--- src/depth_lut_remap_top_macros.svh ---
// ----------------------------------------------------------------------------
// Assertion macros for the depth remap block.
// Each macro checks a property on the rising edge of clock, masked by reset.
// Defining ASSERT_OFF compiles every check away.
// ----------------------------------------------------------------------------
`ifndef DEPTH_LUT_REMAP_TOP_MACROS_SVH
`define DEPTH_LUT_REMAP_TOP_MACROS_SVH

`ifndef ASSERT_OFF
// Condition that must hold in every cycle.
`define DLR_ASSERT(lbl, cond, msg) \
   lbl: assert property (@(posedge clock) disable iff (reset) (cond)) else $error(msg);
// Implication from an antecedent to a consequent sequence.
`define DLR_ASSERT_IMPL(lbl, ante, cons, msg) \
   lbl: assert property (@(posedge clock) disable iff (reset) (ante) |-> cons) else $error(msg);
`else
`define DLR_ASSERT(lbl, cond, msg)
`define DLR_ASSERT_IMPL(lbl, ante, cons, msg)
`endif

`endif

--- src/dlr_pkg.sv ---
// ----------------------------------------------------------------------------
// dlr_pkg
// Shared types and codes of the depth remap block.
// ----------------------------------------------------------------------------
`default_nettype none

package dlr_pkg;

   localparam int PIXEL_W       = 16;
   localparam int COORD_W       = 10;
   localparam int WEIGHT_W      = 17;
   localparam int INDEX_W       = 20;
   localparam int DIM_W         = 11;
   localparam int RATIO_W       = 16;
   localparam int RATIO_FRAC_BITS = 16;
   localparam int PROD_W        = PIXEL_W + WEIGHT_W;
   localparam int ACC_W         = PROD_W + 2;
   localparam int CSR_INDEX_W   = 2;
   localparam int CSR_DATA_W    = 16;

   // Request kinds.
   localparam logic REQ_LOAD  = 1'b0;
   localparam logic REQ_REMAP = 1'b1;

   // Interpolation modes; any code above bilinear enables the depth checks.
   localparam logic [1:0] MODE_NEAREST  = 2'd0;
   localparam logic [1:0] MODE_BILINEAR = 2'd1;
   localparam logic [1:0] MODE_DEPTH    = 2'd2;

   // Result status codes.
   localparam logic [1:0] STATUS_OK      = 2'd0;
   localparam logic [1:0] STATUS_INVALID = 2'd1;
   localparam logic [1:0] STATUS_ZERO    = 2'd2;
   localparam logic [1:0] STATUS_DISCONT = 2'd3;

   // Register indexes.
   localparam logic [CSR_INDEX_W-1:0] CSR_INTERP_MODE  = 2'd0;
   localparam logic [CSR_INDEX_W-1:0] CSR_FRAME_WIDTH  = 2'd1;
   localparam logic [CSR_INDEX_W-1:0] CSR_FRAME_HEIGHT = 2'd2;
   localparam logic [CSR_INDEX_W-1:0] CSR_SKIP_RATIO   = 2'd3;

   // Register reset values.
   localparam logic [1:0]         RESET_MODE   = MODE_NEAREST;
   localparam logic [DIM_W-1:0]   RESET_WIDTH  = 11'd1024;
   localparam logic [DIM_W-1:0]   RESET_HEIGHT = 11'd1024;
   localparam logic [RATIO_W-1:0] RESET_RATIO  = 16'd3076;

   typedef logic [3:0][WEIGHT_W-1:0] weight_set_type;
   typedef logic [3:0][PIXEL_W-1:0]  pixel_set_type;

   // Control that travels with a remap request; in_frame bit order is
   // upper-left, upper-right, lower-left, lower-right.
   typedef struct packed {
      logic       valid;
      logic       entry_valid;
      logic [3:0] in_frame;
   } stage_ctrl_type;

endpackage

`default_nettype wire

--- src/dlr_addr.sv ---
// ----------------------------------------------------------------------------
// dlr_addr
// Neighbor address generation: bounds checks, row offset and four addresses.
// ----------------------------------------------------------------------------
`default_nettype none

module dlr_addr #(
   parameter int MAX_WIDTH  = 1024,
   parameter int MAX_HEIGHT = 1024
) (
   input  wire logic                                         clock,
   input  wire logic                                         reset,
   input  wire logic                                         remap_valid,
   input  wire logic [dlr_pkg::COORD_W-1:0]                  src_x,
   input  wire logic [dlr_pkg::COORD_W-1:0]                  src_y,
   input  wire logic                                         entry_valid,
   input  wire dlr_pkg::weight_set_type                      weights,
   input  wire logic [dlr_pkg::DIM_W-1:0]                    frame_width,
   input  wire logic [dlr_pkg::DIM_W-1:0]                    frame_height,
   output logic                                              rd_en,
   output logic [3:0][$clog2(MAX_WIDTH*MAX_HEIGHT)-1:0]      rd_addr,
   output dlr_pkg::stage_ctrl_type                           ctrl_out,
   output dlr_pkg::weight_set_type                           weights_out
);

   localparam int WW = $clog2(MAX_WIDTH + 1);
   localparam int HW = $clog2(MAX_HEIGHT + 1);
   localparam int RW = dlr_pkg::COORD_W + WW;
   localparam int SW = RW + 2;
   localparam int AW = $clog2(MAX_WIDTH * MAX_HEIGHT);

   logic [WW-1:0] w_eff;
   logic [HW-1:0] h_eff;
   logic [3:0]    in_frame;

   dlr_pkg::stage_ctrl_type a2_ctrl_ff, a2_ctrl_in;
   dlr_pkg::weight_set_type a2_weights_ff;
   logic [RW-1:0]                a2_row_ff, a2_row_in;
   logic [WW-1:0]                a2_w_ff;
   logic [dlr_pkg::COORD_W-1:0]  a2_x_ff;
   logic [SW-1:0]                base;

   dlr_pkg::stage_ctrl_type a3_ctrl_ff;
   dlr_pkg::weight_set_type a3_weights_ff;

   // Geometry is clamped to the store's maximum frame size.
   always_comb begin
      w_eff = (32'(frame_width) > 32'(MAX_WIDTH))  ? WW'(MAX_WIDTH)  : WW'(frame_width);
      h_eff = (32'(frame_height) > 32'(MAX_HEIGHT)) ? HW'(MAX_HEIGHT) : HW'(frame_height);
      in_frame[0] = (32'(src_x) < 32'(w_eff)) && (32'(src_y) < 32'(h_eff));
      in_frame[1] = (32'(src_x) + 32'd1 < 32'(w_eff)) && (32'(src_y) < 32'(h_eff));
      in_frame[2] = (32'(src_x) < 32'(w_eff)) && (32'(src_y) + 32'd1 < 32'(h_eff));
      in_frame[3] = (32'(src_x) + 32'd1 < 32'(w_eff)) && (32'(src_y) + 32'd1 < 32'(h_eff));
      a2_row_in = RW'(src_y) * RW'(w_eff);
      a2_ctrl_in.valid       = remap_valid;
      a2_ctrl_in.entry_valid = entry_valid;
      a2_ctrl_in.in_frame    = in_frame;
   end

   always_ff @(posedge clock) begin
      if (reset) begin
         a2_ctrl_ff.valid <= 1'b0;
         a3_ctrl_ff.valid <= 1'b0;
      end else begin
         a2_ctrl_ff.valid <= a2_ctrl_in.valid;
         a3_ctrl_ff.valid <= a2_ctrl_ff.valid;
      end
      a2_ctrl_ff.entry_valid <= a2_ctrl_in.entry_valid;
      a2_ctrl_ff.in_frame    <= a2_ctrl_in.in_frame;
      a2_weights_ff          <= weights;
      a2_row_ff              <= a2_row_in;
      a2_w_ff                <= w_eff;
      a2_x_ff                <= src_x;
      a3_ctrl_ff.entry_valid <= a2_ctrl_ff.entry_valid;
      a3_ctrl_ff.in_frame    <= a2_ctrl_ff.in_frame;
      a3_weights_ff          <= a2_weights_ff;
   end

   // Out-of-frame addresses may wrap; their data is masked downstream.
   always_comb begin
      base       = SW'(a2_row_ff) + SW'(a2_x_ff);
      rd_addr[0] = AW'(base);
      rd_addr[1] = AW'(base + SW'(1));
      rd_addr[2] = AW'(base + SW'(a2_w_ff));
      rd_addr[3] = AW'(base + SW'(a2_w_ff) + SW'(1));
   end

   assign rd_en       = a2_ctrl_ff.valid;
   assign ctrl_out    = a3_ctrl_ff;
   assign weights_out = a3_weights_ff;

   `include "depth_lut_remap_top_macros.svh"

   `DLR_ASSERT_IMPL(a_addr_stage_advances, a2_ctrl_ff.valid, ##1 ctrl_out.valid, "address stage lost a request")

endmodule

`default_nettype wire

--- config.mk ---
export PLATFORM = sky130hd
export DESIGN_NAME = dlr_addr
export DESIGN_NICKNAME = d
export VERILOG_FILES = /design/src/dlr_pkg.sv /design/src/dlr_addr.sv
export VERILOG_INCLUDE_DIRS = /design/src /design/src/src
export SDC_FILE = /design/constraint.sdc
export NUM_CORES = 1
export LEC_CHECK = 0
export ABC_CLOCK_PERIOD_IN_PS = 8200
export BUFFER_PORTS_ARGS = -buffer_cell sky130_fd_sc_hd__clkbuf_2
export CAP_MARGIN = 30
export CORE_MARGIN = 4
export CORE_UTILIZATION = 58
export DETAILED_ROUTE_END_ITERATION = 12
export PLACE_DENSITY = 0.89
export SLEW_MARGIN = 20
export SYNTH_ARGS = -nofsm -noshare
export SYNTH_HDL_FRONTEND = slang
export SYNTH_SLANG_ARGS = --single-unit
export TNS_END_PERCENT = 10
--- constraint.sdc ---
create_clock -name clock -period 8.2 [get_ports clock]
set_clock_uncertainty 0.2 [all_clocks]
set_input_delay 0.41 -clock clock [delete_from_list [all_inputs] [get_ports clock]]
set_output_delay 0.41 -clock clock [all_outputs]
set_load 0.01 [all_outputs]
### Word level (Yosys, flattened, before mapping)

Cells that the tools add are included.

| storage, ports and cells | value |
|---|---|
| input bits | 114 |
| flip-flop bits (word level) | 189 |
| RAM bits | 0 |
| bits in latches | 0 |
| output and inout bits | 155 |
| memories | 0 |
| bits in read-only memories | 0 |

| operators by class | value |
|---|---|
| shift operators | 0 |
| bitwise gates (word level) | 0 |
| $mul | 1 |
| mux-type cells | 2 |
| $add $sub $neg | 6 |
| equality and inequality tests | 0 |
| div/mod/pow operators | 0 |
| $lt $le $gt $ge | 6 |
| reductions and logical operators | 4 |

Operator list:

| kind | number |
|---|---|
| $add A20 B1 Y20 const B | 2 |
| $add A10 B1 Y11 const B | 2 |
| $gt A11 B11 Y1 const B | 2 |
| $lt A10 B11 Y1 | 2 |
| $lt A11 B11 Y1 | 2 |
| $mux W11 | 2 |
| $add A20 B10 Y20 | 1 |
| $add A20 B11 Y20 | 1 |
| $mul A10 B11 Y20 | 1 |
| $logic_and A1 B1 Y1 | 4 |

### Depth between registers and ports, before layout

| depth | value |
|---|---|
| word-level depth | 4 |
| mapped depth | 23 |

### Least setup slack after synthesis

OpenSTA, ideal clock, no wires.

| timing | value |
|---|---|
| path kind | input to register |
| from | in frame_width[10] in the netlist's numbering |
| to | reg a2_row_ff[19] |
| data arrival time | 5.372 ns |
| setup time | 0.120 ns |
| stages on the path | 21 |
| setup slack | 2.508 ns |
| cells stage by stage | clkbuf_1 -> nor2b_1 -> clkbuf_1 -> nand2_1 -> fa_1 -> inv_1 -> fa_1 -> inv_1 -> fa_1 -> inv_1 -> fa_1 -> inv_1 -> fa_1 -> inv_1 -> ha_1 -> o41ai_1 -> nand2b_1 -> nor3b_1 -> o311a_1 -> a21oi_1 -> xnor2_1 |

| on the way | value |
|---|---|
| word-level cells in the longest chain between the ends | 3 |

RTL lines:

| what | RTL line | text |
|---|---|---|
| from (decl) | dlr_addr.sv:18 | `input wire logic [dlr_pkg::DIM_W-1:0] frame_width,` |
| $gt A11 B11 Y1 | dlr_addr.sv:48 | `w_eff = (32'(frame_width) > 32'(MAX_WIDTH)) ? WW'(MAX_WIDTH) : WW'(frame_width);` |
| $mux W11 | dlr_addr.sv:48 |  |
| via w_eff[5] | dlr_addr.sv:32 | `logic [WW-1:0] w_eff;` |
| $mul A10 B11 Y20 | dlr_addr.sv:54 | `a2_row_in = RW'(src_y) * RW'(w_eff);` |
| via a2_row_in[19] | dlr_addr.sv:38 | `logic [RW-1:0] a2_row_ff, a2_row_in;` |
| to (signal assigned) | dlr_addr.sv:71 | `a2_row_ff <= a2_row_in;` |
| to (decl) | dlr_addr.sv:38 |  |

The timed path passes the listed nets, and every way through them passes these cells.
A chain may end at the register's enable or synchronous reset.

==> metrics.cfg <==
[setup_path]
path_cells = ha_1 -> fa_1 -> a211oi_1 -> o21a_1 -> o211ai_1 -> nand2_1 -> xor2_1 -> inv_1 -> ha_1 -> a21o_1 -> a21oi_1 -> nor2_1 -> a21bo_2 -> xnor2_1 -> and3_1 -> nand3_1 -> or2_2 -> nor4_1 -> xor2_1 -> clkbuf_2
required_ns = 7.59
path_class = flop to output port
crit_path_end_kind = output port
cp_slowest_cell = fa_1
path_max_fanout = 7
crit_buf_inv = 2
crit_family = compound AO/OA/AOI/OAI gates
cp_slowest_stage_delay_ns = 0.45
cp.arrival_ns = 5.87
cp-start-kind = flop

[sta]
period_minus_slack_ns = 6.48
setup_tns_ns = 0
rsz0062_at_grt = no
setup_ws_ns = 1.72
fin_crit_sh = 0.790
drv_slew = 0
hold_viol = 0
tightest_slew_ns = 0.872
timing.fmax_mhz = 154
finalSetupViolCount = 0
max_slew_margin = 0.414

[clock_tree]
ctsLongestPathBuffers = 2
htreeDepth = 4
cts_root_buf = clkbuf_16
cts_inserted_buffers = 17
cts_resized = 0
clk_pin_slew_ns = 0.08
cts.sinks = 189
clk_latency_ns = 0.43
cts_tree = built

[finish]
nNetsFinal = 1698
drive_above_1_share = 0.230
fin_util = 0.752
final_cell_mix = clkbuf_2 (269), dfxtp_1 (189), ha_1 (116)
final_common_cell = clkbuf_2
diodes = 0
area_growth_pct = 27.3
layoutNonFillerInstCount = 1638

[synth]
syn_area_sq_mm = 0.0106
syn_avg_cell_area_sq_um = 10.1
syn-num-nets = 1355
synth_edf_count = 0
async_flop_share = 0
ys_seq_area_frac = 0.356
ys.warnings.count = 0
syn_inst = 1054
synth-main-ff-cell = dfxtp_1
synth.distinct_cells = 66
ys_seq_elements = 189

[flow_run]
cap_violations = 0

[place]
portBuffers = 268
gp_congestion = 0.891
dp_slack_ns = 1.72
dpl.cell_count = 1526
dp_hpwl_mm = 21.6

[grt]
grt_max_degree = 25
grt_first_pass_wirelength_mm = 50.5
grt_pass1_vias = 9349
grt.overflow.total = 0
grtUsageTotal = 0.318
antenna_found_initial = 0

[floorplan]
fp.coreArea_sq_mm = 0.0180
die_h_um = 143
ios = 269
die_w_um = 143
start_util = 0.591
row_count = 49
dieArea_sq_mm = 0.0205

[drt]
wire_per_inst_um = 20.1
num_vias = 9138
first_iter_violations = 728
antenna_left = 0
routed_via_density = 5.58
dr.pass1.iters = 7
drc = 0
wl_mm = 32.9

[power_and_ir_drop]
ir_worst_vdd_mv = 0.500
p_clk_frac = 0.193
power_density_mw_per_mm2 = 310
p_sw_uw = 1850
switching_share = 0.443
seqPwrFrac = 0.255
power_frac_comb = 0.552
power.internal_uw = 2330
leakage_uw = 0.00673

[hold_path]
hp-class = primary input to flop

[run_status]
outcome = finished, final reports clean

==> path summary, 6_finish.rpt <==
kind              slack (ns)                       to  depth (start not counted)                       from
setup / recovery        1.72              rd_addr[78]                         20         a2_x_ff[0]$_DFF_P_
hold / removal          0.02         rd_en$_SDFF_PP0_                          2                remap_valid
hold reg to reg         0.12  weights_out[40]$_DFF_P_                          0  a2_weights_ff[40]$_DFF_P_
setup reg to reg        7.39   ctrl_out[5]$_SDFF_PP0_                          1           rd_en$_SDFF_PP0_
==> layer usage <==
| layer | up-vias | wire length, um | track usage |
|---|---|---|---|
| met5 | - | 0 | 0 |
| met2 | 549 | 16900 | 0.571 |
| met1 | 4296 | 11400 | 0.357 |
| li1 | 4145 | - | - |
| met3 | 148 | 2800 | 0.0633 |
| met4 | 0 | 1850 | 0.165 |
==> synthesized netlist by cell type, types with 2 or more instances <==
cell	number	share of area
nor2b_1	16	0.0094
xnor2_1	76	0.063
o21ai_0	13	0.0061
xor2_2	2	0.0031
nor3b_1	2	0.0014
a31o_2	3	0.0025
a21oi_1	25	0.012
inv_1	110	0.039
a211oi_1	9	0.0064
nand4_1	5	0.0029
o211ai_1	3	0.0021
o21bai_1	4	0.0028
nor2_1	52	0.018
or3_1	7	0.0041
and3_1	12	0.0071
clkbuf_1	25	0.0088
nand3b_1	5	0.0035
a21o_1	20	0.014
nand2_1	90	0.032
nand3_1	31	0.015
ha_1	116	0.14
dfxtp_1	189	0.36
fa_1	71	0.13
nor3_1	16	0.0075
a211o_1	3	0.0025
nor4_1	4	0.0024
and2_1	58	0.034
a311oi_1	3	0.0025
xor2_1	25	0.021
or2_2	3	0.0018
o21a_1	16	0.011
o31ai_1	2	0.0014
nand2b_1	4	0.0024
o311ai_0	2	0.0017
==> logic make-up (layout without fill, tap and decap cells) <==
kind of cell	count (synthesis)	count (layout)	share of synthesized area
AOI/OAI and AO/OA	121	121	0.0825
xor gates and xnor gates	105	105	0.0905
adders and majority gates	187	187	0.271
buffers and inverters	138	493	0.0495
DFF	189	189	0.356
and+or+nand+nor	314	314	0.150
==> state kept, by name, indices dropped and copies added, names as in the netlist <==
name           count
rd_en              1
a2_row_ff         20
weights_out       68
ctrl_out           6
a2_weights_ff     68
a2_ctrl_ff         5
a2_x_ff           10
a2_w_ff           11
==> power by group through the flow <==
stage               sequential [uW]  combinational (uW)  clock, uW
global placement               1080                2070          0
floorplan                      1080                1440          0
finish                         1070                2310        808
CTS                            1060                2180        787
global route                   1070                2490        844
detailed placement             1080                2120          0
==> stage by stage <==
step	cell area (sq um)	total power [uW]	hold WS, ns
floorplan	10600	2520	0.110
global placement	12100	3150	0.110
detailed placement	12100	3200	0.112
CTS	13500	4030	0.00319
global route	13500	4410	0.0199
finish	13500	4190	0.0187
==> layout make-up <==
cell class / instances / area, sq um
clock inverters: 12 / 124
multi-input cells: 727 / 6310
fillers: 1167 / 4450
flip-flops and latches: 189 / 3780
repair buffers: 350 / 2150
well taps: 229 / 287
inverters: 112 / 420
clock buffers: 19 / 443
==> timing repair <==
action | 4_1_cts | 5_1_grt
endpoints found under the hold margin | 79 | 0
setup buffers | 0 | 0
hold buffers | 78 | 0
Note: power is estimated with default switching activity, not from simulation.
