$ cat src/depth_lut_remap_top_macros.svh
// ----------------------------------------------------------------------------
// Assertion macros for the depth remap block.
// Each macro checks a property on the rising edge of clock, masked by reset.
// Defining ASSERT_OFF compiles every check away.
// ----------------------------------------------------------------------------
`ifndef DEPTH_LUT_REMAP_TOP_MACROS_SVH
`define DEPTH_LUT_REMAP_TOP_MACROS_SVH

`ifndef ASSERT_OFF
// Condition that must hold in every cycle.
`define DLR_ASSERT(lbl, cond, msg) \
   lbl: assert property (@(posedge clock) disable iff (reset) (cond)) else $error(msg);
// Implication from an antecedent to a consequent sequence.
`define DLR_ASSERT_IMPL(lbl, ante, cons, msg) \
   lbl: assert property (@(posedge clock) disable iff (reset) (ante) |-> cons) else $error(msg);
`else
`define DLR_ASSERT(lbl, cond, msg)
`define DLR_ASSERT_IMPL(lbl, ante, cons, msg)
`endif

`endif

$ cat src/dlr_pkg.sv
// ----------------------------------------------------------------------------
// dlr_pkg
// Shared types and codes of the depth remap block.
// ----------------------------------------------------------------------------
`default_nettype none

package dlr_pkg;

   localparam int PIXEL_W       = 16;
   localparam int COORD_W       = 10;
   localparam int WEIGHT_W      = 17;
   localparam int INDEX_W       = 20;
   localparam int DIM_W         = 11;
   localparam int RATIO_W       = 16;
   localparam int RATIO_FRAC_BITS = 16;
   localparam int PROD_W        = PIXEL_W + WEIGHT_W;
   localparam int ACC_W         = PROD_W + 2;
   localparam int CSR_INDEX_W   = 2;
   localparam int CSR_DATA_W    = 16;

   // Request kinds.
   localparam logic REQ_LOAD  = 1'b0;
   localparam logic REQ_REMAP = 1'b1;

   // Interpolation modes; any code above bilinear enables the depth checks.
   localparam logic [1:0] MODE_NEAREST  = 2'd0;
   localparam logic [1:0] MODE_BILINEAR = 2'd1;
   localparam logic [1:0] MODE_DEPTH    = 2'd2;

   // Result status codes.
   localparam logic [1:0] STATUS_OK      = 2'd0;
   localparam logic [1:0] STATUS_INVALID = 2'd1;
   localparam logic [1:0] STATUS_ZERO    = 2'd2;
   localparam logic [1:0] STATUS_DISCONT = 2'd3;

   // Register indexes.
   localparam logic [CSR_INDEX_W-1:0] CSR_INTERP_MODE  = 2'd0;
   localparam logic [CSR_INDEX_W-1:0] CSR_FRAME_WIDTH  = 2'd1;
   localparam logic [CSR_INDEX_W-1:0] CSR_FRAME_HEIGHT = 2'd2;
   localparam logic [CSR_INDEX_W-1:0] CSR_SKIP_RATIO   = 2'd3;

   // Register reset values.
   localparam logic [1:0]         RESET_MODE   = MODE_NEAREST;
   localparam logic [DIM_W-1:0]   RESET_WIDTH  = 11'd1024;
   localparam logic [DIM_W-1:0]   RESET_HEIGHT = 11'd1024;
   localparam logic [RATIO_W-1:0] RESET_RATIO  = 16'd3076;

   typedef logic [3:0][WEIGHT_W-1:0] weight_set_type;
   typedef logic [3:0][PIXEL_W-1:0]  pixel_set_type;

   // Control that travels with a remap request; in_frame bit order is
   // upper-left, upper-right, lower-left, lower-right.
   typedef struct packed {
      logic       valid;
      logic       entry_valid;
      logic [3:0] in_frame;
   } stage_ctrl_type;

endpackage

`default_nettype wire

$ cat src/dlr_interp.sv
// ----------------------------------------------------------------------------
// dlr_interp
// Neighbor masking, depth checks, weighted sum, rounding and result select.
// ----------------------------------------------------------------------------
`default_nettype none

module dlr_interp #(
   parameter int WEIGHT_FRAC_BITS = 16
) (
   input  wire logic                           clock,
   input  wire logic                           reset,
   input  wire dlr_pkg::stage_ctrl_type        ctrl_in,
   input  wire dlr_pkg::weight_set_type        weights,
   input  wire dlr_pkg::pixel_set_type         nbr_data,
   input  wire logic [1:0]                     interp_mode,
   input  wire logic [dlr_pkg::RATIO_W-1:0]    skip_ratio,
   output logic                                rsp_valid,
   output logic [dlr_pkg::PIXEL_W-1:0]         rsp_depth_out,
   output logic [1:0]                          rsp_out_status
);

   localparam int PW = dlr_pkg::PIXEL_W;
   localparam int AC = dlr_pkg::ACC_W;
   localparam int RP = dlr_pkg::RATIO_W + dlr_pkg::PIXEL_W;
   localparam logic [AC-1:0] ROUND_HALF = AC'(1) << (WEIGHT_FRAC_BITS - 1);
   localparam logic [AC-1:0] SAT_MAX    = AC'({PW{1'b1}});

   dlr_pkg::pixel_set_type                 nbr;
   logic [PW-1:0]                          mn, mx;
   logic [3:0][dlr_pkg::PROD_W-1:0]        p_prod_in, p_prod_ff;
   logic                                   p_valid_ff, p_ev_ff;
   logic [PW-1:0]                          p_mn_ff, p_mx_ff, p_n0_ff;

   logic                                   q_valid_ff, q_ev_ff, q_zero_ff;
   logic [AC-1:0]                          q_acc_in, q_acc_ff;
   logic [RP-1:0]                          q_ratio_ff;
   logic [PW-1:0]                          q_spread_ff, q_n0_ff;

   logic                                   check_on, discont;
   logic [AC-1:0]                          shifted;
   logic [PW-1:0]                          depth_in;
   logic [1:0]                             status_in;
   logic                                   rsp_valid_ff;
   logic [PW-1:0]                          rsp_depth_ff;
   logic [1:0]                             rsp_status_ff;

   // Neighbors outside the frame read as zero.
   always_comb begin
      for (int i = 0; i < 4; i++) begin
         nbr[i]       = ctrl_in.in_frame[i] ? nbr_data[i] : '0;
         p_prod_in[i] = dlr_pkg::PROD_W'(nbr[i]) * dlr_pkg::PROD_W'(weights[i]);
      end
      mn = nbr[0];
      mx = nbr[0];
      for (int i = 1; i < 4; i++) begin
         if (nbr[i] < mn) begin
            mn = nbr[i];
         end
         if (nbr[i] > mx) begin
            mx = nbr[i];
         end
      end
   end

   always_comb begin
      q_acc_in = AC'(p_prod_ff[0]) + AC'(p_prod_ff[1]) + AC'(p_prod_ff[2])
               + AC'(p_prod_ff[3]) + ROUND_HALF;
   end

   always_ff @(posedge clock) begin
      if (reset) begin
         p_valid_ff   <= 1'b0;
         q_valid_ff   <= 1'b0;
         rsp_valid_ff <= 1'b0;
      end else begin
         p_valid_ff   <= ctrl_in.valid;
         q_valid_ff   <= p_valid_ff;
         rsp_valid_ff <= q_valid_ff;
      end
      p_ev_ff     <= ctrl_in.entry_valid;
      p_prod_ff   <= p_prod_in;
      p_mn_ff     <= mn;
      p_mx_ff     <= mx;
      p_n0_ff     <= nbr[0];
      q_ev_ff     <= p_ev_ff;
      q_zero_ff   <= (p_mn_ff == '0);
      q_acc_ff    <= q_acc_in;
      q_ratio_ff  <= RP'(skip_ratio) * RP'(p_mn_ff);
      q_spread_ff <= p_mx_ff - p_mn_ff;
      q_n0_ff     <= p_n0_ff;
      rsp_depth_ff  <= depth_in;
      rsp_status_ff <= status_in;
   end

   always_comb begin
      check_on = (interp_mode != dlr_pkg::MODE_NEAREST)
              && (interp_mode != dlr_pkg::MODE_BILINEAR);
      discont  = {q_spread_ff, {dlr_pkg::RATIO_FRAC_BITS{1'b0}}} > q_ratio_ff;
      shifted  = q_acc_ff >> WEIGHT_FRAC_BITS;
      depth_in  = '0;
      status_in = dlr_pkg::STATUS_OK;
      if (!q_ev_ff) begin
         status_in = dlr_pkg::STATUS_INVALID;
      end else if (interp_mode == dlr_pkg::MODE_NEAREST) begin
         depth_in = q_n0_ff;
      end else if (check_on && q_zero_ff) begin
         status_in = dlr_pkg::STATUS_ZERO;
      end else if (check_on && discont) begin
         status_in = dlr_pkg::STATUS_DISCONT;
      end else if (shifted > SAT_MAX) begin
         depth_in = {PW{1'b1}};
      end else begin
         depth_in = PW'(shifted);
      end
   end

   assign rsp_valid      = rsp_valid_ff;
   assign rsp_depth_out  = rsp_depth_ff;
   assign rsp_out_status = rsp_status_ff;

   `include "depth_lut_remap_top_macros.svh"

   `DLR_ASSERT_IMPL(a_skip_gives_zero, rsp_valid_ff && rsp_status_ff != dlr_pkg::STATUS_OK, rsp_depth_ff == '0, "skipped result carries nonzero depth")
   `DLR_ASSERT_IMPL(a_depth_codes_need_checks, rsp_valid_ff && (rsp_status_ff == dlr_pkg::STATUS_ZERO || rsp_status_ff == dlr_pkg::STATUS_DISCONT), check_on, "depth status without depth checks")

endmodule

`default_nettype wire

$ cat config.mk
export PLATFORM = sky130hd
export DESIGN_NAME = dlr_interp
export DESIGN_NICKNAME = d
export VERILOG_FILES = /design/src/dlr_pkg.sv /design/src/dlr_interp.sv
export VERILOG_INCLUDE_DIRS = /design/src /design/src/src
export SDC_FILE = /design/constraint.sdc
export NUM_CORES = 2
export LEC_CHECK = 0
export BUFFER_PORTS_ARGS = -buffer_cell sky130_fd_sc_hd__buf_4
export CAP_MARGIN = 15
export CORE_ASPECT_RATIO = 1.2
export CORE_UTILIZATION = 35
export DETAILED_ROUTE_END_ITERATION = 8
export GPL_ROUTABILITY_DRIVEN = 0
export PLACE_DENSITY = 0.51
export SLEW_MARGIN = 25
export SYNTH_ARGS = -nofsm -noshare
export SYNTH_HDL_FRONTEND = slang
export SYNTH_SLANG_ARGS = --single-unit
$ cat constraint.sdc
create_clock -name clock -period 9.2 [get_ports clock]
set_clock_uncertainty 0.05 [all_clocks]
set_input_delay 1.84 -clock clock [delete_from_list [all_inputs] [get_ports clock]]
set_output_delay 1.84 -clock clock [all_outputs]
set_load 0.1 [all_outputs]
Word level (Yosys, flattened, before mapping). Cells that the tools add are included.

Bits in latches: 0. Input port bits: 158. Memory bits (writable): 0. Logic and storage cells: 64. Register bits after elaboration: 303. Bits in read-only memories: 0. Memories: 0.

$add $sub $neg: 5. Bitwise logic cells: 1. Eq/ne operators: 1. $mul: 5. Shifts and indexed selects: 0. Multiplexer cells: 17. Reduce and logical (&&, ||, !) cells: 7. Magnitude comparators: 8. Divide/modulo/power cells: 0.

Operator list (count): 2-to-1 mux 16 bit (14); multiplier 16 x 17 -> 33 bit (4); greater-than comparator 16 bit (3); < comparator 16 bit (3); adder 34 x 33 -> 35 bit (1); adder 35 x 16 -> 35 bit, second input constant (1); adder 35 x 33 -> 35 bit (1); adder 33 x 33 -> 34 bit (1); greater-than comparator 32 bit (1); multiplier 16 x 16 -> 32 bit (1); greater-than comparator 19 x 16 -> 1 bit, second input constant (1); zero test 16 bit (1); subtractor 16 bit (1); 2-to-1 mux 2 bit (2); logical AND 1 bit (3); zero test 2 bit (1); != test 2 x 1 -> 1 bit, second input constant (1); nonzero test 2 bit (1); OR reduction 2 bit (1); 2-to-1 mux 1 bit (1); NOT 1 bit (1).

Logic depth before layout (Yosys ltp).
Depth after elaboration: 7. Mapped depth: 41. Mapped depth without buffers: 34.

Worst setup path after synthesis. No wires, ideal clock.

Kind: input to register. Start point: input port ctrl_in[1] in the netlist's numbering. End point: register p_mx_ff[10]. Data required time: 9.063 ns. Arrival: 8.473 ns. Path slack: 0.590 ns. Cell stages on the path: 38. Buffers on the path: 8. Path through: clkbuf_1 > and2_1 > clkbuf_1 > buf_1 > ha_1 > a21o_1 > a21o_1 > a21oi_1 > a21o_1 > a21o_1 > buf_2 > buf_1 > mux2_2 > inv_1 > ha_1 > nand3_1 > nor2_1 > nand2_1 > [2 not listed] > o221a_2 > and2_1 > a211oi_2 > or2_4 > buf_4 > mux2i_1 > ha_1 > o21a_1 > o21a_1 > o21a_1 > o21a_1 > o21a_1 > o21a_1 > o21ai_0 > a21oi_1 > clkbuf_1 > clkbuf_1 > a221oi_2.

Cells in the longest elaborated chain, start to end: 7.

Ends and longest elaborated chain: start: declaration (RTL line dlr_interp.sv:12) `input wire dlr_pkg::stage_ctrl_type ctrl_in,`; 2-to-1 mux 16 bit (*) (RTL line dlr_interp.sv:50) `nbr[i] = ctrl_in.in_frame[i] ? nbr_data[i] : '0;`; greater-than comparator 16 bit (RTL line dlr_interp.sv:59) `if (nbr[i] > mx) begin`; 2-to-1 mux 16 bit (*) (RTL line dlr_interp.sv:59); greater-than comparator 16 bit (RTL line dlr_interp.sv:59); 2-to-1 mux 16 bit (*) (RTL line dlr_interp.sv:59); greater-than comparator 16 bit (RTL line dlr_interp.sv:59); 2-to-1 mux 16 bit (*) (RTL line dlr_interp.sv:59); named net mx[10] (RTL line dlr_interp.sv:29) `logic [PW-1:0] mn, mx;`; end signal: assignment (RTL line dlr_interp.sv:83) `p_mx_ff <= mx;`; end: declaration (RTL line dlr_interp.sv:32) `logic [PW-1:0] p_mn_ff, p_mx_ff, p_n0_ff;`.

Mark *: on every way through the listed nets, which the timed path passes. The rest lies on a longest branch. A chain may end at the register's enable or synchronous reset.

Worst setup path in the final report.
Start point: input port ctrl_in[1] in the netlist's numbering. End point: register p_mx_ff[5].

Same word-level chain as after synthesis.

==> results.py <==
metrics = {
    "place": {
        "hpwl_um": 150000,
        "portBuffers": 176,
        "dpl-instance-area_um2": 60800,
    },
    "synth": {
        "async_flop_share": 0,
        "synth.net_count": 8223,
        "yosysWarningCount": 0,
        "netlist_instances": 6278,
        "synth_common_cells": "inv_1, fa_1, nand2_1",
        "yosysMostFrequentCell": "inv_1",
        "synth_top_area_cell": "fa_1",
        "ys_ff_latch": 287,
        "synth_area_leaders": "fa_1, ha_1, dfxtp_1, inv_1, nand2_1",
        "synth_flop_cell": "dfxtp_1",
        "synth-edff-count": 0,
        "syn_area_um2": 56800,
        "synth_top_cell_area_share": 0.385,
        "yosysSeqAreaShare": 0.101,
        "avgSynthCellArea_um2": 9.04,
        "synth_cell_types": 86,
    },
    "worst_setup_path": {
        "cpMaxStageDelayCell": "a21oi_4",
        "cpMostUsedCell": "o21a_1",
        "crit_path_start": "ctrl_in[1]",
        "end_kind": "flip-flop",
        "crit_fanout": 52,
        "cp_data_arrival_time_ps": 9160,
        "start_kind": "input port",
        "worstPathRequired_ps": 9630,
        "cpPeakStageDelay_ps": 780,
        "r2r_cells": 25,
        "crit_end": "p_mx_ff[5]",
        "r2r-start": "p_mn_ff[4]",
        "path_class": "in -> reg",
        "rrSetupSlack_ps": 2070,
        "worstReg2RegEnd": "q_ratio_ff[30]",
    },
    "detailed_routing": {
        "firstDrtPassIters": 7,
        "wire_per_inst_um": 21.2,
        "vias": 43000,
        "drt-total-wl_um": 180000,
        "routed_via_density": 5.05,
        "ant_nets": 0,
        "drc": 16,
        "drt-initial-drc-count": 2476,
    },
    "power_and_ir_drop": {
        "power_switching_mw": 11.7,
        "p_leak_nw": 31.7,
        "ir_drop_uv": 407,
        "p_seq_frac": 0.108,
        "power.density_nw_per_um2": 354,
        "clockPowerShare": 0.067,
        "switching_share": 0.532,
        "power_mw": 22.0,
        "combinationalPowerShare": 0.825,
        "p_int_mw": 10.3,
    },
    "die": {
        "initial_utilization": 0.353,
        "core_area_um2": 161000,
        "dieHeight_um": 443,
        "ios": 177,
        "placementRows": 161,
        "die_w_um": 370,
        "die_area_um2": 164000,
    },
    "timing": {
        "tns_ps": 0,
        "slew_headroom": 0.375,
        "rsz0062_at_grt": "false",
        "slew_viol_final": 0,
        "setup_viol": 0,
        "period_minus_slack_ps": 8730,
        "fmax_ghz": 0.115,
        "fin_crit_sh": 0.948,
        "report.final.hold_viol_count": 0,
        "holdWs_ps": 269,
        "worst_pin_slew_ps": 936,
    },
    "min_path": {
        "holdPathStages": 0,
        "worstHoldPathType": "reg -> reg",
        "min_from": "p_n0_ff[3]",
    },
    "clock_tree": {
        "clkTransAtPathRegs_ps": 60,
        "cts_resized": 0,
        "cts_buffers": 34,
        "postCtsSetupBuffers": 0,
        "cts_tree": "yes",
        "cts_sinks": 287,
        "h-tree-depth": 2,
        "hold_buffers": 0,
        "cts_root_buf": "clkbuf_16",
        "clk_latency_ps": 600,
        "clock_path_buffers": 3,
    },
    "finish": {
        "drive_above_1_share": 0.0698,
        "fin_util": 0.386,
        "syn2layout_area_growth_pct": 9.24,
        "final_cell_area_um2": 62000,
        "final_nets": 8311,
    },
    "global_routing": {
        "grt_pass1_vias": 46500,
        "grt_max_degree": 65,
        "antenna_found_initial": 7,
        "grt_pass1_wl_um": 280000,
        "track_usage": 0.224,
        "gr-total-overflow": 0,
    },
    "run": {
        "maxCapViolCount": 0,
    },
    "run_status": {
        "status": "complete, but fails checks",
        "violations": "design-rule violations",
    },
}
per-layer routing:
metal	global-route usage	part of all wire	wire (µm)	vias to the layer above
met5	0	0.000066	12	-
met4	0.0913	0.047	8540	2
met3	0.0219	0.045	8100	283
met2	0.396	0.50	90400	1146
met1	0.278	0.41	73400	22000
li1	-	-	-	19600
sequential cells by signal, indices dropped and copies added (netlist names):
| register | count |
|---|---|
| p_prod_ff | 132 |
| q_ratio_ff | 32 |
| q_acc_ff | 19 |
| p_mn_ff | 16 |
| p_mx_ff | 16 |
| p_n0_ff | 16 |
| q_n0_ff | 16 |
| q_spread_ff | 16 |
| rsp_depth_out | 16 |
| rsp_out_status | 2 |
| p_ev_ff | 1 |
| p_valid_ff | 1 |
| q_ev_ff | 1 |
| q_valid_ff | 1 |
| q_zero_ff | 1 |
| rsp_valid | 1 |
power groups by stage:
stage	Sequential [mW]	Combinational (mW)	Clock, mW
3_3_place_gp	2.40	18.1	0
4_1_cts	2.38	18.4	1.52
2_1_floorplan	2.33	12.6	0
3_5_place_dp	2.39	18.1	0
5_1_grt	2.42	20.4	1.56
6_report	2.36	18.1	1.48
cell families after synthesis:
| kind of cell | share of synthesized area |
|---|---|
| muxes | 0.0106 |
| buffers and inverters | 0.105 |
| DFF | 0.101 |
| xor gates and xnor gates | 0.0259 |
| and+or+nand+nor | 0.153 |
| AOI/OAI and AO/OA | 0.0660 |
| adders and majority gates | 0.538 |
how the worst min path moves through the flow:
stage,end
2_1_floorplan,q_ev_ff
3_3_place_gp,q_n0_ff[0]
3_5_place_dp,q_n0_ff[15]
4_1_cts,q_n0_ff[3]
5_1_grt,q_n0_ff[3]
6_report,q_n0_ff[3]
metrics by stage:
step                std cells  setup slack, ps
floorplan                6278              590
global placement         8449              117
detailed placement       8449             2.24
CTS                      8508              614
global route             8509             27.8
finish                   8517              475
area by class of cell:
class                      instances  area [µm²]
fill                           16500       98700
tap                             2119        2650
sequential                       287        5750
timing repair buffer             316        2380
inverter                        1314        4930
multi-input combinational       4413       45100
clock buffer                      44         928
antenna                            9        22.5
clock inverter                    15         262
cells in the final DEF, fill, tap and decap left out, types with 9 or more instances in the layout:
cell type | synthesis | routed
or3_1 | 15 | 15
a211oi_1 | 15 | 15
a21o_1 | 90 | 90
o21bai_1 | 26 | 26
o31ai_1 | 9 | 9
a21oi_1 | 152 | 151
o21a_1 | 38 | 38
o21ai_1 | 27 | 27
nor3_1 | 38 | 37
clkbuf_16 | 0 | 34
o21ai_0 | 79 | 79
clkinv_1 | 14 | 14
xor2_1 | 39 | 39
a221oi_2 | 15 | 15
mux2_2 | 29 | 29
nor2_1 | 161 | 160
fa_1 | 1092 | 1092
xnor2_1 | 129 | 129
dfxtp_1 | 287 | 287
and3_1 | 377 | 377
and2_1 | 129 | 129
o211ai_1 | 10 | 10
ha_1 | 695 | 695
a211o_1 | 10 | 10
inv_1 | 1300 | 1300
nand2_1 | 1002 | 1002
diode_2 | 0 | 9
nand3_1 | 30 | 30
mux2i_1 | 26 | 26
nor2b_1 | 20 | 20
nor4_1 | 22 | 22
nand4_1 | 18 | 18
buf_4 | 2 | 315
nand2b_1 | 17 | 17
critical path: cells and delay by family:
family | cells | cell delay, ps
compound gates | 19 | 3690
fa+ha+maj | 3 | 890
buf+inv | 3 | 830
mux | 2 | 620
simple gates | 6 | 1240
No activity file was read; power rests on OpenSTA's default activity.
